**src/rtl/fitb_pkg.sv**
```systemverilog
package fitb_pkg;

    // Request kinds carried in s_tuser
    typedef enum logic [1:0] {
        CMD_WRITE = 2'd0,
        CMD_CLEAR = 2'd1,
        CMD_ADD   = 2'd2,
        CMD_READ  = 2'd3
    } cmd_t;

    // Result status carried in m_tuser
    typedef enum logic [1:0] {
        STAT_OK    = 2'd0,
        STAT_FULL  = 2'd1,
        STAT_RANGE = 2'd2
    } status_t;

    // Configuration register indexes
    localparam logic [7:0] CFG_VERTEX_COUNT = 8'd0;
    localparam logic [7:0] CFG_BIG_M        = 8'd1;

    // Shared adder operation
    typedef enum logic {
        ALU_ADD = 1'b0,
        ALU_SUB = 1'b1
    } alu_op_t;

    // Sequencer states
    typedef enum logic [3:0] {
        ST_IDLE,
        ST_RDPOS,
        ST_SCAN,
        ST_INS_PREV,
        ST_INS_PV,
        ST_INS_T,
        ST_INS_A,
        ST_INS_B,
        ST_INS_C,
        ST_INS_D,
        ST_INS_E,
        ST_SH_R,
        ST_SH_W,
        ST_COMMIT,
        ST_DONE
    } state_t;

endpackage

```
**src/rtl/fitb_alu.sv**
```systemverilog
module fitb_alu import fitb_pkg::*; #(
    parameter int W = 43
) (
    input  alu_op_t             op,
    input  logic signed [W-1:0] a,
    input  logic signed [W-1:0] b,
    output logic signed [W-1:0] res,
    output logic        [W-1:0] mag
);

    // add or subtract, then magnitude of the result
    always_comb begin
        case (op)
            ALU_ADD: res = a + b;
            ALU_SUB: res = a - b;
            default: res = a + b;
        endcase
        mag = res[W-1] ? (~$unsigned(res) + W'(1)) : $unsigned(res);
    end

endmodule

```
**config.mk**
```make
export PLATFORM = sky130hd
export DESIGN_NAME = fitb_alu
export DESIGN_NICKNAME = d
export VERILOG_FILES = /design/src/rtl/fitb_pkg.sv /design/src/rtl/fitb_alu.sv
export SDC_FILE = /design/constraint.sdc
export NUM_CORES = 1
export LEC_CHECK = 0
export ABC_AREA = 1
export BUFFER_PORTS_ARGS = -buffer_cell sky130_fd_sc_hd__buf_2
export CELL_PAD_IN_SITES_DETAIL_PLACEMENT = 0
export CELL_PAD_IN_SITES_GLOBAL_PLACEMENT = 1
export CORE_MARGIN = 2
export CORE_UTILIZATION = 35
export DETAILED_ROUTE_END_ITERATION = 10
export PLACE_DENSITY_LB_ADDON = 0.1
export SLEW_MARGIN = 30
export SYNTH_ARGS = -nofsm -noshare
export SYNTH_HDL_FRONTEND = slang
export SYNTH_SLANG_ARGS = --single-unit
```
**constraint.sdc**
```tcl
create_clock -name vclk -period 5.45
set_input_delay 0.545 -clock vclk [all_inputs]
set_output_delay 0.545 -clock vclk [all_outputs]
set_load 0.02 [all_outputs]
```
# Word-level counts from Yosys, hierarchy flattened
# Index checks and enable logic that the tools add are counted.
# totals
reg_bits	0
latch_bits	0
mem_bits_rw	0
romBits	0
out_inout_bits	86
mem_count	0
# op_classes
n_addsub	3
n_mul	0
div_mod_pow	0
n_lt_le_gt_ge	0
n_eq_ne	0
shifts	0
mux	2
n_bitwise	2
n_reduce_logical	0
# op_table
operator	n
43-bit case mux with 2 select lines	1
43-bit by 1-bit adder with 43-bit output, second input constant	1
43-bit adder	1
43-bit 2-to-1 mux	1
43-bit inverter	1
43-bit subtractor	1
1-bit inverter	1

# Depth between registers and ports, before layout
# depth
word_depth	5
ltp_mapped	32

# Worst setup path after synthesis
# No wires, ideal clock.
# synth_timing
path_kind	input to output
startpoint	in b[2]
endpoint	out mag[13]
t_arrival_ns	4.017
required_ns	4.905
setup_slack_ns	0.888
stages	28
path_buffers	1
cell_sequence	inv_1 nand3_1 nand3b_1 nor2_1 nand4_1 nor2_2 nand2_1 nand2_1 o21a_1 o21a_1 o21ai_0 xor2_1 inv_1 ha_1 nand2_1 nor2_1 and2_1 inv_1 o21ai_0 inv_1 nand2_1 a21oi_4 inv_2 nand2_1 nand2_2 buf_4 o21ai_0 xnor2_1
# synth_between
elab_chain_cells	5
word_cells_on_any_way	6
cone_classes	add/sub (3); mux (2); bitwise (1)
# synth_lines
element	line	source
start, declared	fitb_alu.sv:6	input logic signed [W-1:0] b,
43-bit subtractor or 43-bit adder (tied branches)	--	
43-bit case mux with 2 select lines *	fitb_alu.sv:13	case (op)
43-bit inverter	fitb_alu.sv:18	mag = res[W-1] ? (~$unsigned(res) + W'(1)) : $unsigned(res);
43-bit by 1-bit adder with 43-bit output	fitb_alu.sv:18	
43-bit 2-to-1 mux *	fitb_alu.sv:18	
end, declared	fitb_alu.sv:8	output logic [W-1:0] mag
# Mark *: on every way between the ends. The rest lies on a longest branch, timed or not.

# Worst setup path in the final report
# layout_timing
startpoint	in b[2]
endpoint	out mag[38]
# Same word-level chain as after synthesis.

==> Flow_metrics.wiki <==
{| class="wikitable"
! Metric !! Value
|-
| Run status || complete, no violations
|-
| Cell type with the highest occurrence count on the critical path || sky130_fd_sc_hd__nand2_1
|-
| Ranking of synthesized cells by area || sky130_fd_sc_hd__nand2_1, sky130_fd_sc_hd__inv_1, sky130_fd_sc_hd__ha_1
|-
| Port Buffer Count || 173
|-
| Largest family of logic cells by synthesized area || simple AND/OR/NAND/NOR gates
|-
| Unrepaired setup endpoints after global routing || yes
|-
| CP startpoint kind || input pin
|-
| Xor/xnor cell area share of the yosys netlist || 10.5%
|-
| Comb pwr share || 100.0%
|-
| Seq pwr share || 0%
|-
| Final worst path period share || 93.1%
|-
| Adder-Cell Fraction of Synth Area || 9.49%
|-
| Leakage component of the power || 4.37 nW
|-
| Crit-path max cell delay || 370 ps
|-
| Layout clock buffer count || 0
|-
| Slew Limit Fails || 0
|-
| Average cell area after synthesis || 5.00 sq um
|-
| Worst hold endpoint || res[1]
|-
| Mux cell area share after synthesis || 0%
|-
| Via count of the first global-routing pass || 6,731
|-
| Horizontal extent of the die || 135 um
|-
| GPL Wtd Cong || 0.929
|-
| Layout cells sized above 1 || 22.6%
|-
| Total of endpoints with negative setup slack in the final report || 0
|-
| Area occupied by multi-input gates || 5270 sq um
|-
| Classification of the worst-slack hold path || input pin to output pin
|-
| Final hold viol count || 0
|-
| Antenna diode count || 0
|-
| Instance count after placement with tap cells included || 1,592
|-
| Sw Pwr || 0.00117 W
|-
| Combined flip-flop and latch cell area || 0 sq um
|-
| Worst-case vdd ir drop || 0.171 mV
|-
| Die Y-Extent || 135 um
|-
| Power Density || 235 nW/um^2
|-
| Yosys top cell by area || sky130_fd_sc_hd__nand2_1
|-
| Fraction of power consumed by the clock network || 0%
|-
| Largest net degree at the start of global routing || 33
|-
| Total of max-cap violations || 0
|-
| Post-Layout Cell Count || 1,599
|-
| Initial core utilization || 36.0%
|-
| DRC viols || 0
|-
| Total GRT Usage || 22.2%
|-
| Internal power || 0.000569 W
|-
| Floorplan die area || 18,200 sq um
|-
| Setup crit end kind || output pin
|-
| Number of routed nets with antenna violations || 0
|-
| Worst endpoint data arrival time || 4530 ps
|-
| Maximum net fanout on the critical path || 5
|-
| Library cell contributing the largest single delay on the critical path || sky130_fd_sc_hd__ha_2
|-
| Max Clock Freq || 197 MHz
|-
| Post-Synthesis Cells || 1,201
|-
| Net count after synthesis || 1,333
|-
| Switch share || 67.4%
|-
| Number of rows created at floorplan || 47
|-
| Number of sequential storage elements || 0
|-
| Number of fillers in the final layout || 2,006
|-
| Hold Path Depth || 3
|-
| Residual overflow from global routing || 0
|-
| Cts-stage hold buffer count || 0
|-
| Tightest slew margin relative to the limit || 52.3%
|-
| Slew of the pin with the lowest slew margin || 708 ps
|-
| Clock period minus worst slack || 5070 ps
|-
| CP required || 4910 ps
|-
| Number of vias per cell || 4.65
|-
| Fraction of the mapped netlist area in simple logic gates || 55.3%
|-
| Post-DR wirelength/cell || 13.0 um
|-
| Total iterations of the first detailed-routing run || 5
|-
| Yosys warnings || 0
|-
| Routed vias || 7,437
|-
| Layout overhead on the synthesized area || 23.3%
|-
| Unique cell type count in the Yosys netlist || 47
|-
| Mapped cell area || 6010 sq um
|-
| Final #Nets || 1,513
|-
| Number of primary I/O pins || 173
|-
| HPWL after detailed placement || 18,800 um
|-
| Antenna violations before repair || 0
|-
| Hold Crit Start || a[1]
|-
| Top cell type's share of synthesized area || 26.2%
|-
| Timing startpoint of the critical path || b[2]
|-
| WS Path Type || input pin to output pin
|-
| First-pass GRT wire length || 33,300 um
|-
| Core Box Area || 16,700 sq um
|-
| Number of DRC markers in iteration 0 || 389
|-
| Sequential fraction of the synthesis area || 0%
|-
| Routed wire length || 20,800 um
|-
| Synth Area in Compound Gates || 9.56%
|-
| Layout Utilization || 44.4%
|}
-- cell usage in the layout (no fill, tap or decap), types with 11 or more instances in the layout --
master                      n
sky130_fd_sc_hd__a21oi_1   33
sky130_fd_sc_hd__buf_2    173
sky130_fd_sc_hd__buf_4     11
sky130_fd_sc_hd__ha_1      34
sky130_fd_sc_hd__inv_1    219
sky130_fd_sc_hd__nand2_1  412
sky130_fd_sc_hd__nand2_2   41
sky130_fd_sc_hd__nand3_1   81
sky130_fd_sc_hd__nand4_1   11
sky130_fd_sc_hd__nor2_1   122
sky130_fd_sc_hd__nor2_2    21
sky130_fd_sc_hd__nor4_1    11
sky130_fd_sc_hd__o21ai_0   17
sky130_fd_sc_hd__xnor2_1   18
sky130_fd_sc_hd__xor2_1    52
-- final cells by class --
class	count	area share, %
Inverter	228	11.6
Multi-Input combinational cell	964	71.2
Tap cell	220	3.72
Timing Repair Buffer	187	13.6
-- critical path, delay by kind of cell --
family / cells / cell delay, ps
compound gates: 2 / 390
xor+xnor: 1 / 120
fa+ha+maj: 1 / 370
buf+inv: 6 / 620
simple gates: 20 / 2500
-- worst max-delay path by stage --
stage              end  cells after the start  slack [ps]
2_1_floorplan  mag[13]                     28         890
3_3_place_gp   mag[13]                     28         150
3_5_place_dp   mag[13]                     28         160
4_1_cts        mag[13]                     28         150
5_1_grt        mag[38]                     32         -70
6_report       mag[38]                     30         380
-- Yosys cell counts, types with 2 or more instances --
| master | number |
|---|---|
| sky130_fd_sc_hd__a21o_1 | 2 |
| sky130_fd_sc_hd__a21oi_1 | 37 |
| sky130_fd_sc_hd__a21oi_2 | 3 |
| sky130_fd_sc_hd__a31oi_1 | 5 |
| sky130_fd_sc_hd__and2_1 | 6 |
| sky130_fd_sc_hd__buf_4 | 3 |
| sky130_fd_sc_hd__clkbuf_1 | 3 |
| sky130_fd_sc_hd__ha_1 | 44 |
| sky130_fd_sc_hd__inv_1 | 219 |
| sky130_fd_sc_hd__inv_2 | 8 |
| sky130_fd_sc_hd__nand2_1 | 420 |
| sky130_fd_sc_hd__nand2_2 | 34 |
| sky130_fd_sc_hd__nand2_4 | 3 |
| sky130_fd_sc_hd__nand3_1 | 82 |
| sky130_fd_sc_hd__nand3_2 | 2 |
| sky130_fd_sc_hd__nand3b_1 | 10 |
| sky130_fd_sc_hd__nand4_1 | 11 |
| sky130_fd_sc_hd__nor2_1 | 134 |
| sky130_fd_sc_hd__nor2_2 | 10 |
| sky130_fd_sc_hd__nor2_4 | 7 |
| sky130_fd_sc_hd__nor3_1 | 12 |
| sky130_fd_sc_hd__nor3_2 | 4 |
| sky130_fd_sc_hd__nor4_1 | 11 |
| sky130_fd_sc_hd__o211ai_1 | 2 |
| sky130_fd_sc_hd__o21a_1 | 5 |
| sky130_fd_sc_hd__o21ai_0 | 22 |
| sky130_fd_sc_hd__o21ai_1 | 4 |
| sky130_fd_sc_hd__o21ai_2 | 3 |
| sky130_fd_sc_hd__o21bai_1 | 4 |
| sky130_fd_sc_hd__o31ai_1 | 6 |
| sky130_fd_sc_hd__xnor2_1 | 18 |
| sky130_fd_sc_hd__xor2_1 | 52 |
-- cell families (layout without fill, tap and decap cells) --
family / count (synthesis) / after routing
buf+inv: 237 / 415
simple gates: 752 / 752
xor+xnor: 71 / 71
fa+ha+maj: 45 / 45
compound gates: 96 / 96
-- per-layer routing --
layer / track usage (%) / wire, um / up-vias
met3: 0.638 / 898 / 12
met4: 1.85 / 228 / 0
met5: 0 / 0 / -
met1: 36.0 / 11600 / 3171
met2: 33.4 / 8110 / 188
li1: - / - / 4066
-- repair_timing --
| action | 4_1_cts | 5_1_grt |
|---|---|---|
| gates resized for setup | 0 | 55 |
| endpoints found under the hold margin | 0 | 0 |
| setup endpoints to repair | 0 | 43 |
| buffers inserted | 0 | 6 |
-- per-stage QoR --
step           TNS (ps)  cell area, sq um  hold WS (ps)  setup slack (ps)  total power, W
6_report              0              7410          1600               375         0.00174
5_1_grt            -502              7410          1640             -71.5         0.00194
4_1_cts               0              7160          1600               148         0.00170
3_5_place_dp          0              7160          1600               164         0.00170
3_3_place_gp          0              7160          1610               149         0.00169
2_1_floorplan         0              6010          1320               888         0.00119
-- power groups by stage --
stage / combinational (W) / clock (W) / sequential [W]
6_report: 0.00174 / 0 / 0
4_1_cts: 0.00170 / 0 / 0
3_3_place_gp: 0.00169 / 0 / 0
3_5_place_dp: 0.00170 / 0 / 0
5_1_grt: 0.00194 / 0 / 0
2_1_floorplan: 0.00119 / 0 / 0
Note: power is estimated with default switching activity, not from simulation.
